<file path="config.mk">
export PLATFORM = sky130hd
export DESIGN_NAME = quicksort_buffer_sorter
export DESIGN_NICKNAME = d
export VERILOG_FILES = /design/src/qsort_pkg.sv /design/src/quicksort_buffer_sorter.sv /design/src/qsort_ram.sv /design/src/qsort_ctrl.sv /design/src/qsort_dpath.sv
export VERILOG_INCLUDE_DIRS = /design/src /design/src/src
export SDC_FILE = /design/constraint.sdc
export NUM_CORES = 2
export LEC_CHECK = 0
export BUFFER_PORTS_ARGS = -buffer_cell sky130_fd_sc_hd__buf_4
export CAP_MARGIN = 30
export CELL_PAD_IN_SITES_DETAIL_PLACEMENT = 0
export CELL_PAD_IN_SITES_GLOBAL_PLACEMENT = 1
export CORE_ASPECT_RATIO = 0.7
export CORE_MARGIN = 4
export CORE_UTILIZATION = 40
export DETAILED_ROUTE_END_ITERATION = 6
export GPL_TIMING_DRIVEN = 0
export PLACE_DENSITY = 0.69
export SETUP_SLACK_MARGIN = 0.3
export SLEW_MARGIN = 20
export SYNTH_ARGS = -nofsm -noshare
export SYNTH_HDL_FRONTEND = slang
export SYNTH_SLANG_ARGS = --single-unit
</file>
<file path="constraint.sdc">
create_clock -name clock -period 7.65 [get_ports clock]
set_input_delay 0.765 -clock clock [delete_from_list [all_inputs] [get_ports clock]]
set_output_delay 0.765 -clock clock [all_outputs]
set_load 0.005 [all_outputs]
</file>
<file path="src/assert_macros.svh">
// assertion macros shared by the sorter rtl
// expects signals named clock and reset in the including scope
`ifndef ASSERT_MACROS_SVH
`define ASSERT_MACROS_SVH

// property checked at every edge outside reset
`define QS_ASSERT_HOLDS(label, expr, msg) \
   label: assert property (@(posedge clock) disable iff (reset) (expr)) \
      else $error(msg);

// implication checked outside reset
`define QS_ASSERT_NEXT(label, pre, post, msg) \
   label: assert property (@(posedge clock) disable iff (reset) (pre) |=> (post)) \
      else $error(msg);

// implication checked during reset too
`define QS_ASSERT_NEXT_RST(label, pre, post, msg) \
   label: assert property (@(posedge clock) (pre) |=> (post)) \
      else $error(msg);

`endif

</file>
<file path="src/qsort_pkg.sv">
// package for the quicksort buffer sorter: state encoding and the
// command / status groups between controller and datapath; no dependencies
package qsort_pkg;

   localparam int VALUE_W = 16;

   typedef enum logic [4:0] {
      ST_LOAD,
      ST_SORT_INIT,
      ST_POP,
      ST_POP_WAIT,
      ST_PIV_RD,
      ST_PIV_WAIT,
      ST_SCAN_RD,
      ST_SCAN_WAIT,
      ST_SWAP_WAIT,
      ST_SWAP_WR,
      ST_FIN_RD,
      ST_FIN_WAIT,
      ST_FIN_WR,
      ST_PUSH_L,
      ST_PUSH_R,
      ST_EMIT_RD,
      ST_EMIT_WAIT,
      ST_EMIT_HOLD
   } state_type;

   // one-cycle commands from the controller
   typedef struct packed {
      logic load;          // store accepted sample, count it
      logic push_init;     // push whole set as first range
      logic pop;           // read top range, shrink stack
      logic take_range;    // latch lo/hi from stack data, j = nxt = lo
      logic read_pivot;    // read store at hi
      logic take_pivot;    // latch pivot from store data
      logic read_j;        // read store at j
      logic take_aj;       // latch store data as element j
      logic read_nxt;      // read store at nxt
      logic inc_j;
      logic inc_nxt;
      logic wr_j_rd;       // store[j] = store data
      logic wr_nxt_aj;     // store[nxt] = element j
      logic wr_hi_rd;      // store[hi] = store data
      logic wr_nxt_pivot;  // store[nxt] = pivot
      logic push_left;     // push (lo, nxt-1)
      logic push_right;    // push (nxt+1, hi)
      logic emit_start;    // j = 0
      logic emit_rd;       // read store at j for output
      logic emit_ld;       // load output register
      logic emit_done;     // clear count and overflow
   } cmd_type;

   // status back to the controller
   typedef struct packed {
      logic few_items;     // fewer than two samples loaded
      logic stack_empty;
      logic range_ok;      // popped lo below popped hi
      logic scan_end;      // j reached hi
      logic le_pivot;      // store data <= pivot, signed
      logic nxt_eq_j;
      logic nxt_eq_hi;
      logic left_ok;       // pivot slot above lo + 1
      logic right_ok;      // pivot slot + 1 below hi
      logic out_xfer;      // output transfer this cycle
      logic out_last;      // output register holds final result
   } status_type;

endpackage

</file>
<file path="src/quicksort_buffer_sorter.sv">
// quicksort buffer sorter, top level
// depends on qsort_pkg, qsort_ctrl, qsort_dpath, assert_macros.svh
//
// usage:
//   req channel: one signed 16-bit sample per transfer; req_last_sample
//   closes the set. Up to MAX_ITEMS samples are kept, later ones of the
//   same set are dropped and rsp_overflow is set on all its results.
//   rsp channel: the set in ascending order, one value per transfer,
//   rsp_last_result on the final one.
//   loading: one sample per cycle. req_stall is high from the closing
//   sample until the final result has been taken.
//   sorting: a partition pass pops a range, reads the pivot at hi, reads
//   each scanned element and takes a read and two writes per swap and to
//   move the pivot, all bound by the single read port of the sample store;
//   n log n compares on average, n * n / 2 worst case (already sorted input).
//   output: each result takes a store read, an output load and a transfer;
//   a stalled result simply holds in the output register.
//   reset: synchronous; empties the set and the stack, drops any result.
//   store contents are not cleared and need no clearing pass.
`include "assert_macros.svh"

module quicksort_buffer_sorter #(
   parameter int MAX_ITEMS = 64
) (
   input  logic                                  clock,
   input  logic                                  reset,
   input  logic                                  req_valid,
   output logic                                  req_stall,
   input  logic signed [qsort_pkg::VALUE_W-1:0]  req_sample_value,
   input  logic                                  req_last_sample,
   output logic                                  rsp_valid,
   input  logic                                  rsp_stall,
   output logic signed [qsort_pkg::VALUE_W-1:0]  rsp_sorted_value,
   output logic                                  rsp_last_result,
   output logic                                  rsp_overflow
);

   qsort_pkg::cmd_type    cmd;
   qsort_pkg::status_type status;
   logic [4:0]            store_wr_sel;
   logic                  final_xfer;

   // sequencing
   qsort_ctrl u_ctrl (
      .clock           (clock),
      .reset           (reset),
      .req_valid       (req_valid),
      .req_last_sample (req_last_sample),
      .req_stall       (req_stall),
      .status          (status),
      .cmd             (cmd)
   );

   // storage and arithmetic
   qsort_dpath #(
      .MAX_ITEMS (MAX_ITEMS)
   ) u_dpath (
      .clock            (clock),
      .reset            (reset),
      .cmd              (cmd),
      .status           (status),
      .req_sample_value (req_sample_value),
      .rsp_stall        (rsp_stall),
      .rsp_valid        (rsp_valid),
      .rsp_sorted_value (rsp_sorted_value),
      .rsp_last_result  (rsp_last_result),
      .rsp_overflow     (rsp_overflow)
   );

   // terms for the checks
   assign store_wr_sel = {cmd.load, cmd.wr_j_rd, cmd.wr_nxt_aj, cmd.wr_hi_rd,
                          cmd.wr_nxt_pivot};
   assign final_xfer   = rsp_valid && !rsp_stall && rsp_last_result;

   // checks
   `QS_ASSERT_HOLDS(a_no_load_while_emit, !rsp_valid || req_stall, "sample taken in output")
   `QS_ASSERT_HOLDS(a_one_store_write, $onehot0(store_wr_sel), "two store writes at once")
   `QS_ASSERT_NEXT_RST(a_reset_drops_result, reset, !rsp_valid, "result valid after reset")
   `QS_ASSERT_NEXT(a_reopen_after_last, final_xfer, !req_stall, "input not reopened")

endmodule

</file>
<file path="src/qsort_ram.sv">
// generic simple dual-port ram: one write port, one read port with
// registered read data; no dependencies
module qsort_ram #(
   parameter int WIDTH = 16,
   parameter int DEPTH = 64
) (
   input  logic                     clock,
   input  logic                     wr_en,
   input  logic [$clog2(DEPTH)-1:0] wr_addr,
   input  logic [WIDTH-1:0]         wr_data,
   input  logic                     rd_en,
   input  logic [$clog2(DEPTH)-1:0] rd_addr,
   output logic [WIDTH-1:0]         rd_data
);

   logic [WIDTH-1:0] mem_ff [DEPTH];
   logic [WIDTH-1:0] rd_data_ff;

   // write port
   always_ff @(posedge clock) begin
      if (wr_en) begin
         mem_ff[wr_addr] <= wr_data;
      end
   end

   // registered read, holds when not enabled
   always_ff @(posedge clock) begin
      if (rd_en) begin
         rd_data_ff <= mem_ff[rd_addr];
      end
   end

   assign rd_data = rd_data_ff;

endmodule

</file>
<file path="src/qsort_ctrl.sv">
// controller state machine for the quicksort buffer sorter
// depends on qsort_pkg; drives qsort_dpath through cmd_type
module qsort_ctrl (
   input  logic                 clock,
   input  logic                 reset,
   input  logic                 req_valid,
   input  logic                 req_last_sample,
   output logic                 req_stall,
   input  qsort_pkg::status_type status,
   output qsort_pkg::cmd_type   cmd
);

   qsort_pkg::state_type state_ff;
   qsort_pkg::state_type state_in;

   // state register
   always_ff @(posedge clock) begin
      if (reset) begin
         state_ff <= qsort_pkg::ST_LOAD;
      end else begin
         state_ff <= state_in;
      end
   end

   // input side open only while loading
   assign req_stall = reset || (state_ff != qsort_pkg::ST_LOAD);

   // next state and commands
   always_comb begin
      state_in = state_ff;
      cmd      = '0;
      unique case (state_ff)
         qsort_pkg::ST_LOAD: begin
            if (req_valid && !req_stall) begin
               cmd.load = 1'b1;
               if (req_last_sample) begin
                  state_in = qsort_pkg::ST_SORT_INIT;
               end
            end
         end
         qsort_pkg::ST_SORT_INIT: begin
            if (status.few_items) begin
               cmd.emit_start = 1'b1;
               state_in       = qsort_pkg::ST_EMIT_RD;
            end else begin
               cmd.push_init = 1'b1;
               state_in      = qsort_pkg::ST_POP;
            end
         end
         qsort_pkg::ST_POP: begin
            if (status.stack_empty) begin
               cmd.emit_start = 1'b1;
               state_in       = qsort_pkg::ST_EMIT_RD;
            end else begin
               cmd.pop  = 1'b1;
               state_in = qsort_pkg::ST_POP_WAIT;
            end
         end
         qsort_pkg::ST_POP_WAIT: begin
            cmd.take_range = 1'b1;
            state_in = status.range_ok ? qsort_pkg::ST_PIV_RD : qsort_pkg::ST_POP;
         end
         qsort_pkg::ST_PIV_RD: begin
            cmd.read_pivot = 1'b1;
            state_in       = qsort_pkg::ST_PIV_WAIT;
         end
         qsort_pkg::ST_PIV_WAIT: begin
            cmd.take_pivot = 1'b1;
            state_in       = qsort_pkg::ST_SCAN_RD;
         end
         qsort_pkg::ST_SCAN_RD: begin
            if (status.scan_end) begin
               state_in = qsort_pkg::ST_FIN_RD;
            end else begin
               cmd.read_j = 1'b1;
               state_in   = qsort_pkg::ST_SCAN_WAIT;
            end
         end
         qsort_pkg::ST_SCAN_WAIT: begin
            cmd.take_aj = 1'b1;
            if (status.le_pivot && status.nxt_eq_j) begin
               cmd.inc_j   = 1'b1;
               cmd.inc_nxt = 1'b1;
               state_in    = qsort_pkg::ST_SCAN_RD;
            end else if (status.le_pivot) begin
               cmd.read_nxt = 1'b1;
               state_in     = qsort_pkg::ST_SWAP_WAIT;
            end else begin
               cmd.inc_j = 1'b1;
               state_in  = qsort_pkg::ST_SCAN_RD;
            end
         end
         qsort_pkg::ST_SWAP_WAIT: begin
            cmd.wr_j_rd = 1'b1;
            state_in    = qsort_pkg::ST_SWAP_WR;
         end
         qsort_pkg::ST_SWAP_WR: begin
            cmd.wr_nxt_aj = 1'b1;
            cmd.inc_j     = 1'b1;
            cmd.inc_nxt   = 1'b1;
            state_in      = qsort_pkg::ST_SCAN_RD;
         end
         qsort_pkg::ST_FIN_RD: begin
            if (status.nxt_eq_hi) begin
               state_in = qsort_pkg::ST_PUSH_L;
            end else begin
               cmd.read_nxt = 1'b1;
               state_in     = qsort_pkg::ST_FIN_WAIT;
            end
         end
         qsort_pkg::ST_FIN_WAIT: begin
            cmd.wr_hi_rd = 1'b1;
            state_in     = qsort_pkg::ST_FIN_WR;
         end
         qsort_pkg::ST_FIN_WR: begin
            cmd.wr_nxt_pivot = 1'b1;
            state_in         = qsort_pkg::ST_PUSH_L;
         end
         qsort_pkg::ST_PUSH_L: begin
            cmd.push_left = status.left_ok;
            state_in      = qsort_pkg::ST_PUSH_R;
         end
         qsort_pkg::ST_PUSH_R: begin
            cmd.push_right = status.right_ok;
            state_in       = qsort_pkg::ST_POP;
         end
         qsort_pkg::ST_EMIT_RD: begin
            cmd.emit_rd = 1'b1;
            state_in    = qsort_pkg::ST_EMIT_WAIT;
         end
         qsort_pkg::ST_EMIT_WAIT: begin
            cmd.emit_ld = 1'b1;
            state_in    = qsort_pkg::ST_EMIT_HOLD;
         end
         qsort_pkg::ST_EMIT_HOLD: begin
            if (status.out_xfer && status.out_last) begin
               cmd.emit_done = 1'b1;
               state_in      = qsort_pkg::ST_LOAD;
            end else if (status.out_xfer) begin
               cmd.inc_j = 1'b1;
               state_in  = qsort_pkg::ST_EMIT_RD;
            end
         end
         default: begin
            state_in = qsort_pkg::ST_LOAD;
         end
      endcase
   end

endmodule

</file>
<file path="src/qsort_dpath.sv">
// datapath for the quicksort buffer sorter: sample store, range stack,
// partition indexes and output register; depends on qsort_pkg, qsort_ram
module qsort_dpath #(
   parameter int MAX_ITEMS = 64
) (
   input  logic                                  clock,
   input  logic                                  reset,
   input  qsort_pkg::cmd_type                    cmd,
   output qsort_pkg::status_type                 status,
   input  logic signed [qsort_pkg::VALUE_W-1:0]  req_sample_value,
   input  logic                                  rsp_stall,
   output logic                                  rsp_valid,
   output logic signed [qsort_pkg::VALUE_W-1:0]  rsp_sorted_value,
   output logic                                  rsp_last_result,
   output logic                                  rsp_overflow
);

   localparam int IDX_W = $clog2(MAX_ITEMS);
   localparam int CNT_W = $clog2(MAX_ITEMS + 1);
   localparam int VW    = qsort_pkg::VALUE_W;

   // control state
   logic [CNT_W-1:0] cnt_ff;
   logic             ovf_ff;
   logic [CNT_W-1:0] sp_ff;
   logic             rsp_valid_ff;
   // indexes and operands
   logic [IDX_W-1:0] lo_ff, hi_ff, j_ff, nxt_ff;
   logic [VW-1:0]    pivot_ff, aj_ff;
   logic [VW-1:0]    rsp_value_ff;
   logic             rsp_last_ff, rsp_ovf_ff;

   logic             full;
   logic [CNT_W-1:0] cnt_m1, sp_m1;
   logic [IDX_W:0]   lo_p1, nxt_p1;
   logic             out_xfer;

   logic             st_wr_en, st_rd_en;
   logic [IDX_W-1:0] st_wr_addr, st_rd_addr;
   logic [VW-1:0]    st_wr_data, st_rd_data;

   logic               sk_wr_en, sk_room;
   logic [2*IDX_W-1:0] sk_wr_data, sk_rd_data;
   logic [IDX_W-1:0]   sk_rd_lo, sk_rd_hi;

   assign full     = (cnt_ff == CNT_W'(MAX_ITEMS));
   assign cnt_m1   = cnt_ff - CNT_W'(1);
   assign sp_m1    = sp_ff - CNT_W'(1);
   assign lo_p1    = {1'b0, lo_ff} + (IDX_W+1)'(1);
   assign nxt_p1   = {1'b0, nxt_ff} + (IDX_W+1)'(1);
   assign out_xfer = rsp_valid_ff && !rsp_stall;
   assign sk_room  = (sp_ff < CNT_W'(MAX_ITEMS));
   assign sk_rd_lo = sk_rd_data[2*IDX_W-1:IDX_W];
   assign sk_rd_hi = sk_rd_data[IDX_W-1:0];

   // sample store port selection
   always_comb begin
      st_wr_en   = (cmd.load && !full) || cmd.wr_j_rd || cmd.wr_nxt_aj ||
                   cmd.wr_hi_rd || cmd.wr_nxt_pivot;
      st_wr_addr = cnt_ff[IDX_W-1:0];
      st_wr_data = req_sample_value;
      if (cmd.wr_j_rd) begin
         st_wr_addr = j_ff;
         st_wr_data = st_rd_data;
      end else if (cmd.wr_nxt_aj) begin
         st_wr_addr = nxt_ff;
         st_wr_data = aj_ff;
      end else if (cmd.wr_hi_rd) begin
         st_wr_addr = hi_ff;
         st_wr_data = st_rd_data;
      end else if (cmd.wr_nxt_pivot) begin
         st_wr_addr = nxt_ff;
         st_wr_data = pivot_ff;
      end
      st_rd_en   = cmd.read_pivot || cmd.read_j || cmd.read_nxt || cmd.emit_rd;
      if (cmd.read_pivot) begin
         st_rd_addr = hi_ff;
      end else if (cmd.read_nxt) begin
         st_rd_addr = nxt_ff;
      end else begin
         st_rd_addr = j_ff;
      end
   end

   qsort_ram #(
      .WIDTH (VW),
      .DEPTH (MAX_ITEMS)
   ) u_store (
      .clock   (clock),
      .wr_en   (st_wr_en),
      .wr_addr (st_wr_addr),
      .wr_data (st_wr_data),
      .rd_en   (st_rd_en),
      .rd_addr (st_rd_addr),
      .rd_data (st_rd_data)
   );

   // range stack holds (lo, hi) pairs
   always_comb begin
      sk_wr_en   = (cmd.push_init || cmd.push_left || cmd.push_right) && sk_room;
      sk_wr_data = {IDX_W'(0), cnt_m1[IDX_W-1:0]};
      if (cmd.push_left) begin
         sk_wr_data = {lo_ff, nxt_ff - IDX_W'(1)};
      end else if (cmd.push_right) begin
         sk_wr_data = {nxt_p1[IDX_W-1:0], hi_ff};
      end
   end

   qsort_ram #(
      .WIDTH (2 * IDX_W),
      .DEPTH (MAX_ITEMS)
   ) u_stack (
      .clock   (clock),
      .wr_en   (sk_wr_en),
      .wr_addr (sp_ff[IDX_W-1:0]),
      .wr_data (sk_wr_data),
      .rd_en   (cmd.pop),
      .rd_addr (sp_m1[IDX_W-1:0]),
      .rd_data (sk_rd_data)
   );

   // load count, overflow flag, stack pointer, output valid
   always_ff @(posedge clock) begin
      if (reset) begin
         cnt_ff       <= '0;
         ovf_ff       <= 1'b0;
         sp_ff        <= '0;
         rsp_valid_ff <= 1'b0;
      end else begin
         if (cmd.load && !full) begin
            cnt_ff <= cnt_ff + CNT_W'(1);
         end else if (cmd.emit_done) begin
            cnt_ff <= '0;
         end
         if (cmd.load && full) begin
            ovf_ff <= 1'b1;
         end else if (cmd.emit_done) begin
            ovf_ff <= 1'b0;
         end
         if (sk_wr_en) begin
            sp_ff <= sp_ff + CNT_W'(1);
         end else if (cmd.pop) begin
            sp_ff <= sp_m1;
         end
         if (cmd.emit_ld) begin
            rsp_valid_ff <= 1'b1;
         end else if (out_xfer) begin
            rsp_valid_ff <= 1'b0;
         end
      end
   end

   // partition indexes, operands and output payload
   always_ff @(posedge clock) begin
      if (cmd.take_range) begin
         lo_ff  <= sk_rd_lo;
         hi_ff  <= sk_rd_hi;
         j_ff   <= sk_rd_lo;
         nxt_ff <= sk_rd_lo;
      end else begin
         if (cmd.emit_start) begin
            j_ff <= '0;
         end else if (cmd.inc_j) begin
            j_ff <= j_ff + IDX_W'(1);
         end
         if (cmd.inc_nxt) begin
            nxt_ff <= nxt_p1[IDX_W-1:0];
         end
      end
      if (cmd.take_pivot) begin
         pivot_ff <= st_rd_data;
      end
      if (cmd.take_aj) begin
         aj_ff <= st_rd_data;
      end
      if (cmd.emit_ld) begin
         rsp_value_ff <= st_rd_data;
         rsp_last_ff  <= (CNT_W'(j_ff) == cnt_m1);
         rsp_ovf_ff   <= ovf_ff;
      end
   end

   // status to the controller
   always_comb begin
      status.few_items   = (cnt_ff < CNT_W'(2));
      status.stack_empty = (sp_ff == '0);
      status.range_ok    = (sk_rd_lo < sk_rd_hi);
      status.scan_end    = (j_ff == hi_ff);
      status.le_pivot    = ($signed(st_rd_data) <= $signed(pivot_ff));
      status.nxt_eq_j    = (nxt_ff == j_ff);
      status.nxt_eq_hi   = (nxt_ff == hi_ff);
      status.left_ok     = ({1'b0, nxt_ff} > lo_p1);
      status.right_ok    = (nxt_p1 < {1'b0, hi_ff});
      status.out_xfer    = out_xfer;
      status.out_last    = rsp_last_ff;
   end

   assign rsp_valid        = rsp_valid_ff;
   assign rsp_sorted_value = $signed(rsp_value_ff);
   assign rsp_last_result  = rsp_last_ff;
   assign rsp_overflow     = rsp_ovf_ff;

endmodule
</file>
After elaboration in Yosys (flattened, before gate mapping). Memory sizes are Yosys's and may differ from the RTL's. A register that Yosys moved wholly into a read port is not among the register bits. Cells that the tools add are included.

Register bits after elaboration: 95. Bits in latches: 0. RAM bits: 1792. Memory bits (read-only): 0. Bits of input ports: 21. Output and inout port bits: 20. Word-level logic and storage cells: 163. Memories: 2.

$add $sub $neg: 8. Multiply operators: 0. Div/mod/pow operators: 0. Order comparisons: 6. Eq/ne operators: 25. Shift operators: 0. Muxes and demuxes: 77. Bitwise logic cells: 0. Reductions and logical operators: 31.

Memory list: u_dpath.u_store.mem_ff (words 64, bits a word 16, read ports 1, clocked after memory_dff 1, write ports 1, RTL line qsort_ram.sv:16) `logic [WIDTH-1:0] mem_ff [DEPTH];`; u_dpath.u_stack.mem_ff (words 64, bits a word 12, read ports 1, clocked after memory_dff 1, write ports 1, RTL line qsort_ram.sv:16).

Operators by type and width (number): $pmux W5 S17 (1); $mux W6 (11); $mux W16 (4); $eq A5 B4 Y1 const B (8); $mux W1 (40); $mux W7 (4); $mux W12 (2); $eq A5 B3 Y1 const B (4); $mux W4 (5); $mux W5 (4); $eq A6 B6 Y1 (3); $le A16 B16 Y1 (1); $add A6 B1 Y7 const B (2); $add A7 B1 Y7 const B (2); $sub A7 B1 Y7 const B (2); $eq A5 B2 Y1 const B (2); $eq A5 B5 Y1 const B (2); $logic_or A1 B1 Y1 (10); $reduce_bool A2 Y1 (5); $eq A6 B7 Y1 (1); $eq A7 B7 Y1 const B (1); $gt A6 B7 Y1 (1); $logic_and A1 B1 Y1 (7); $logic_not A7 Y1 (1); 19 further kinds (24).

Logic depth before layout (Yosys ltp).
Word-level depth: 13. Gate-level depth with buffers: 17. Depth with buffers taken out: 14.

By module. A second synthesis with hierarchy kept.

Cells, all modules: 3895. Area total of the unflattened synthesis: 76841.2 um^2.

Modules (own cells, without submodules): qsort_ram (u_dpath.u_store) (times used 1, cells each 1829, area an instance 40202.3 um^2); qsort_ram (u_dpath.u_stack) (times used 1, cells each 1339, area an instance 29971.2 um^2); qsort_dpath (times used 1, cells each 633, area an instance 6007.0 um^2); qsort_ctrl (times used 1, cells each 94, area an instance 660.6 um^2).

Worst setup path after synthesis. Ideal clock, no wire load.

Kind: register to register. Start point: register u_dpath.nxt_ff[1]. End point: memory u_dpath.u_stack.mem_ff[0][3] in the netlist's numbering, data pin. Arrival time: 5.118 ns. Data required time: 6.910 ns. Path slack: 1.792 ns. Cell stages (with the launch flop): 13. Cell sequence: edfxtp_1 -> clkbuf_1 -> inv_1 -> ha_1 -> ha_1 -> nor2b_1 -> o21a_1 -> o21a_1 -> o21ai_0 -> nand2b_1 -> a21oi_1 -> nor2_1 -> a221oi_1.

Cells in the longest elaborated chain, start to end: 5.

RTL lines: start: declaration (RTL line qsort_dpath.sv:28) `logic [IDX_W-1:0] lo_ff, hi_ff, j_ff, nxt_ff;`; start signal: assignment (RTL line qsort_dpath.sv:159) `nxt_ff <= sk_rd_lo;`; start signal: assignment (RTL line qsort_dpath.sv:167) `nxt_ff <= nxt_p1[IDX_W-1:0];`; $add A6 B1 Y7 (RTL line qsort_dpath.sv:50) `assign nxt_p1 = {1'b0, nxt_ff} + (IDX_W+1)'(1);`; $lt A7 B6 Y1 (RTL line qsort_dpath.sv:193) `status.right_ok = (nxt_p1 < {1'b0, hi_ff});`; $mux W1 (RTL line qsort_ctrl.sv:32) `unique case (state_ff)`; $mux W12 (RTL line qsort_dpath.sv:104) `end else if (cmd.push_right) begin`; $mux W12 * (RTL line qsort_dpath.sv:102) `if (cmd.push_left) begin`; via u_dpath.sk_wr_data[3] (RTL line qsort_dpath.sv:43) `logic [2*IDX_W-1:0] sk_wr_data, sk_rd_data;`; end: declaration (RTL line qsort_ram.sv:16).

The timed path passes the listed nets; every way through them passes the cells marked *.

Worst setup path in the final report.
Start point: register u_dpath.u_store.rd_data_ff[11] (netlist: u_dpath.u_store.rd_data[11]) (read register of u_dpath.u_store.mem_ff). End point: register u_dpath.u_store.rd_data_ff[5] (netlist: u_dpath.u_store.rd_data[5]) (read register of u_dpath.u_store.mem_ff), data pin.

Cells in the longest elaborated chain, start to end: 6.

RTL lines: start: declaration (RTL line qsort_ram.sv:17) `logic [WIDTH-1:0] rd_data_ff;`; $le A16 B16 Y1 * (RTL line qsort_dpath.sv:189) `status.le_pivot = ($signed(st_rd_data) <= $signed(pivot_ff));`; $mux W1 or $logic_and A1 B1 Y1 (tied branches) (RTL line qsort_ctrl.sv:85, qsort_ctrl.sv:81); $mux W1 * (RTL line qsort_ctrl.sv:81) `if (status.le_pivot && status.nxt_eq_j) begin`; $pmux W1 S2 * (RTL line qsort_ctrl.sv:32); $mux W6 or $logic_or A1 B1 Y1 (tied branches) (RTL line qsort_dpath.sv:78, qsort_dpath.sv:75); $mux W6 or $logic_or A1 B1 Y1 (tied branches) (RTL line qsort_dpath.sv:76, qsort_dpath.sv:75).

Mark *: on every way between the ends. The rest lies on a longest branch, timed or not. A chain may end at the register's enable or synchronous reset.

==> flow_summary.toml <==
[status]
status = "complete, no violations"

[die]
fp.dieArea_sq_um = 201000
fp.dieW_um = 534
rows = 134
start_util_pct = 40.4
die_h_um = 376
core_sq_um = 192000
io_pins = 41

[hold_path]
holdCritPathClass = "input pin to flop"

[clock_tree]
cts_buffer_depth = 3
path_clk_slew_ns = 0.06
clockRootBuffer = "clkbuf_16"
cts_tree = "built"
ctsHoldBuffers = 0
cts_made_buffers = 184
cts_setup_buffers = 0
cts.sinks = 1915
post_cts_resized = 0
htreeDepth = 4
clock_latency_ns = 0.87

[timing]
hold_viol = 0
finalSetupViolCount = 0
skew_ns = 0.0904
drv_slew = 0
finalCritPeriodShare_pct = 89.8
slew_headroom_pct = 21.4
tightest_slew_ns = 1.17
rsz0062_at_grt = "no"
finalCriticalPeriod_ns = 6.87
fmax_mhz = 146

[cells_and_area]
area_growth_pct = 16.9
nNetsFinal = 5005
drive_above_1_share_pct = 21.5
finalInstanceArea_sq_um = 90500
layoutNonFillerInstCount = 7685
fill_cells = 16100

[setup_path]
crit_arrival_ns = 7.39
required_ns = 8.17
critical_path_class = "flop to flop"
cp-start-kind = "flop"
crit_path_max_fanout = 10
cp-end-kind = "flop"

[place]
placed_cells = 7323
place_hpwl_um = 168000
place_area_sq_um = 84200
gp_congestion = 0.976
port_buffers = 40

[pwr]
p_leak_nw = 29.7
powerDensity_nw_per_um2 = 306
peakVddDrop_mv = 0.231
p_total_mw = 27.7

[global_route]
grt_remaining_overflow = 0
grt_pass1_wl_um = 323000
antenna_found_initial = 13
grt_pass1_vias = 42400
track_usage_pct = 22.6
grt_max_degree = 65

[drt]
vias = 44900
viasPerCell = 5.84
drtIter0Drc = 7120
drtAntennaViolNets = 0
avgRoutedWirePerCell_um = 30.0
wl_um = 231000
first_pass_iters = 6
post-route-drc-count = 0

[logic_synthesis]
synth_seq_cells = 1915
synth_top_area_cell = "edfxtp_1"
syn_nets = 4590
synthArstFlopShare_pct = 0
post_synth.cell_area_avg_sq_um = 17.1
ys.flop_type = "edfxtp_1"
synthCells = 4527
netlist_area_sq_um = 77400
yosysSeqAreaShare_pct = 74.0
synthDistinctLibCells = 79
synth_top_area_share_pct = 73.4
synth_warnings = 0
synth.area.top_cells = "edfxtp_1 (73%), mux4_2 (7.3%), mux2i_1 (4.2%)"
synth-edff-count = 1894

[job]
maxCapViolCount = 0
power by group:
part	internal, mW	switching, mW	leakage [nW]
sequential	11.9	0.0390	17.3
combinational	1.90	4.55	9.35
clock	5.17	4.14	2.99
total	19.0	8.73	29.7
registers in the layout (all words and copies together) (netlist names), 6 cells and up:
| name | cells |
|---|---|
| u_dpath.aj_ff | 16 |
| u_dpath.cnt_ff | 7 |
| u_dpath.hi_ff | 6 |
| u_dpath.j_ff | 6 |
| u_dpath.lo_ff | 6 |
| u_dpath.nxt_ff | 6 |
| u_dpath.pivot_ff | 16 |
| u_dpath.rsp_sorted_value | 16 |
| u_dpath.sp_ff | 7 |
| u_dpath.u_stack.mem_ff | 768 |
| u_dpath.u_stack.rd_data | 12 |
| u_dpath.u_store.mem_ff | 1024 |
| u_dpath.u_store.rd_data | 16 |
layer usage:
layer	up-vias	GRT usage (%)	wire length (um)
met5	-	0	27
met4	4	4.51	4180
met3	257	8.35	31300
met2	2448	28.4	88500
met1	23400	36.6	107000
li1	18800	-	-
final timing paths:
path	from	end	slack [ns]	cells past startpoint
hold / removal	rsp_stall	u_dpath.rsp_valid$_SDFFE_PP0P_	0.19	3
hold reg to reg	u_dpath.u_stack.rd_data[5]$_DFFE_PP_	u_dpath.hi_ff[5]$_DFFE_PP_	0.45	0
setup / recovery	u_dpath.u_store.rd_data[11]$_DFFE_PP_	u_dpath.u_store.rd_data[5]$_DFFE_PP_	0.78	13
setup reg to reg	u_dpath.u_store.rd_data[11]$_DFFE_PP_	u_dpath.u_store.rd_data[5]$_DFFE_PP_	0.78	13
layout by cell type (no fill, tap or decap), drive strengths merged, types with 26 or more instances in the layout:
master	n
or3	30
mux2	45
a21oi	68
nor4	29
and3	63
a31oi	53
nand2	544
clkbuf	353
buf	370
inv	52
nor2	219
ha	42
mux2i	327
edfxtp	1894
xor2	27
mux4	252
o21ai	26
nand3	178
clkinv	86
o22ai	65
critical path, stage by stage, from the launching register on:
cell      delay (ns)
edfxtp_1        0.64
ha_1            0.48
and3_1          0.25
or3b_1          0.37
buf_2           0.17
a211oi_2        0.29
o21ai_2         0.17
a31oi_4         0.48
mux2i_4         0.85
nand2_1         0.48
clkbuf_1        0.41
o22ai_1         0.85
nor4_1          0.25
o32ai_2         0.79
logic make-up (layout without fill, tap and decap cells):
kind of cell               after synthesis  after routing  share of synthesized area [%]
DFF                                   1915           1915                           74.0
and+or+nand+nor                       1133           1133                           6.48
muxes                                  624            624                           12.2
AOI/OAI and AO/OA                      449            449                           4.20
buffers and inverters                  314            884                           1.84
xor gates and xnor gates                50             50                          0.565
adders and majority gates               42             42                          0.679
other                                    0              4                              0
Yosys cell counts, types with 7 or more instances:
| master | number |
|---|---|
| edfxtp_1 | 1894 |
| nand2_1 | 542 |
| mux2i_1 | 325 |
| mux4_2 | 252 |
| nor2_1 | 213 |
| nand3_1 | 177 |
| clkbuf_1 | 125 |
| buf_2 | 84 |
| a21oi_1 | 68 |
| o22ai_1 | 65 |
| and3_1 | 63 |
| a31oi_1 | 52 |
| mux2_2 | 44 |
| inv_1 | 43 |
| ha_1 | 42 |
| or3_1 | 30 |
| buf_1 | 28 |
| nor4_1 | 27 |
| xor2_1 | 27 |
| buf_4 | 24 |
| a221oi_1 | 23 |
| o21ai_0 | 23 |
| o31ai_1 | 23 |
| xnor2_1 | 23 |
| o21a_1 | 22 |
| a32oi_1 | 21 |
| dfxtp_1 | 21 |
| o41ai_1 | 16 |
| a22o_1 | 15 |
| or2_2 | 14 |
| a211oi_1 | 13 |
| a32o_1 | 13 |
| nor3_1 | 13 |
| o221ai_1 | 13 |
| o32ai_1 | 13 |
| o311ai_0 | 12 |
| a21o_1 | 7 |
| a22oi_1 | 7 |
| and2_1 | 7 |
| buf_6 | 7 |
| nand2b_1 | 7 |
| nand4_1 | 7 |
| nor2b_1 | 7 |
| o211ai_1 | 7 |
cell type report:
| class | instances | area [sq um] | area share [%] |
|---|---|---|---|
| tap | 2584 | 3230 | 3.57 |
| antenna | 4 | 10.0 | 0.0111 |
| clock inverter | 116 | 1370 | 1.52 |
| timing repair buffer | 229 | 2990 | 3.31 |
| multi-input combinational | 2298 | 19400 | 21.4 |
| inverter | 45 | 169 | 0.187 |
| buffer | 269 | 1270 | 1.40 |
| clock buffer | 225 | 4790 | 5.29 |
| sequential | 1915 | 57300 | 63.3 |
per-stage QoR:
| stage | TNS [ns] | util (%) | setup WS [ns] | hold WS, ns |
|---|---|---|---|---|
| after floorplan | 0 | - | 1.79 | 0.409 |
| after global placement | -3918.25 | 42.3 | -5.61 | 0.425 |
| after detailed placement | 0 | 43.9 | 1.35 | 0.436 |
| after CTS | 0 | 47.1 | 1.28 | 0.126 |
| after global routing | 0 | 47.2 | 0.985 | 0.161 |
| final | 0 | 47.2 | 0.783 | 0.191 |
Note: power is estimated with default switching activity, not from simulation.
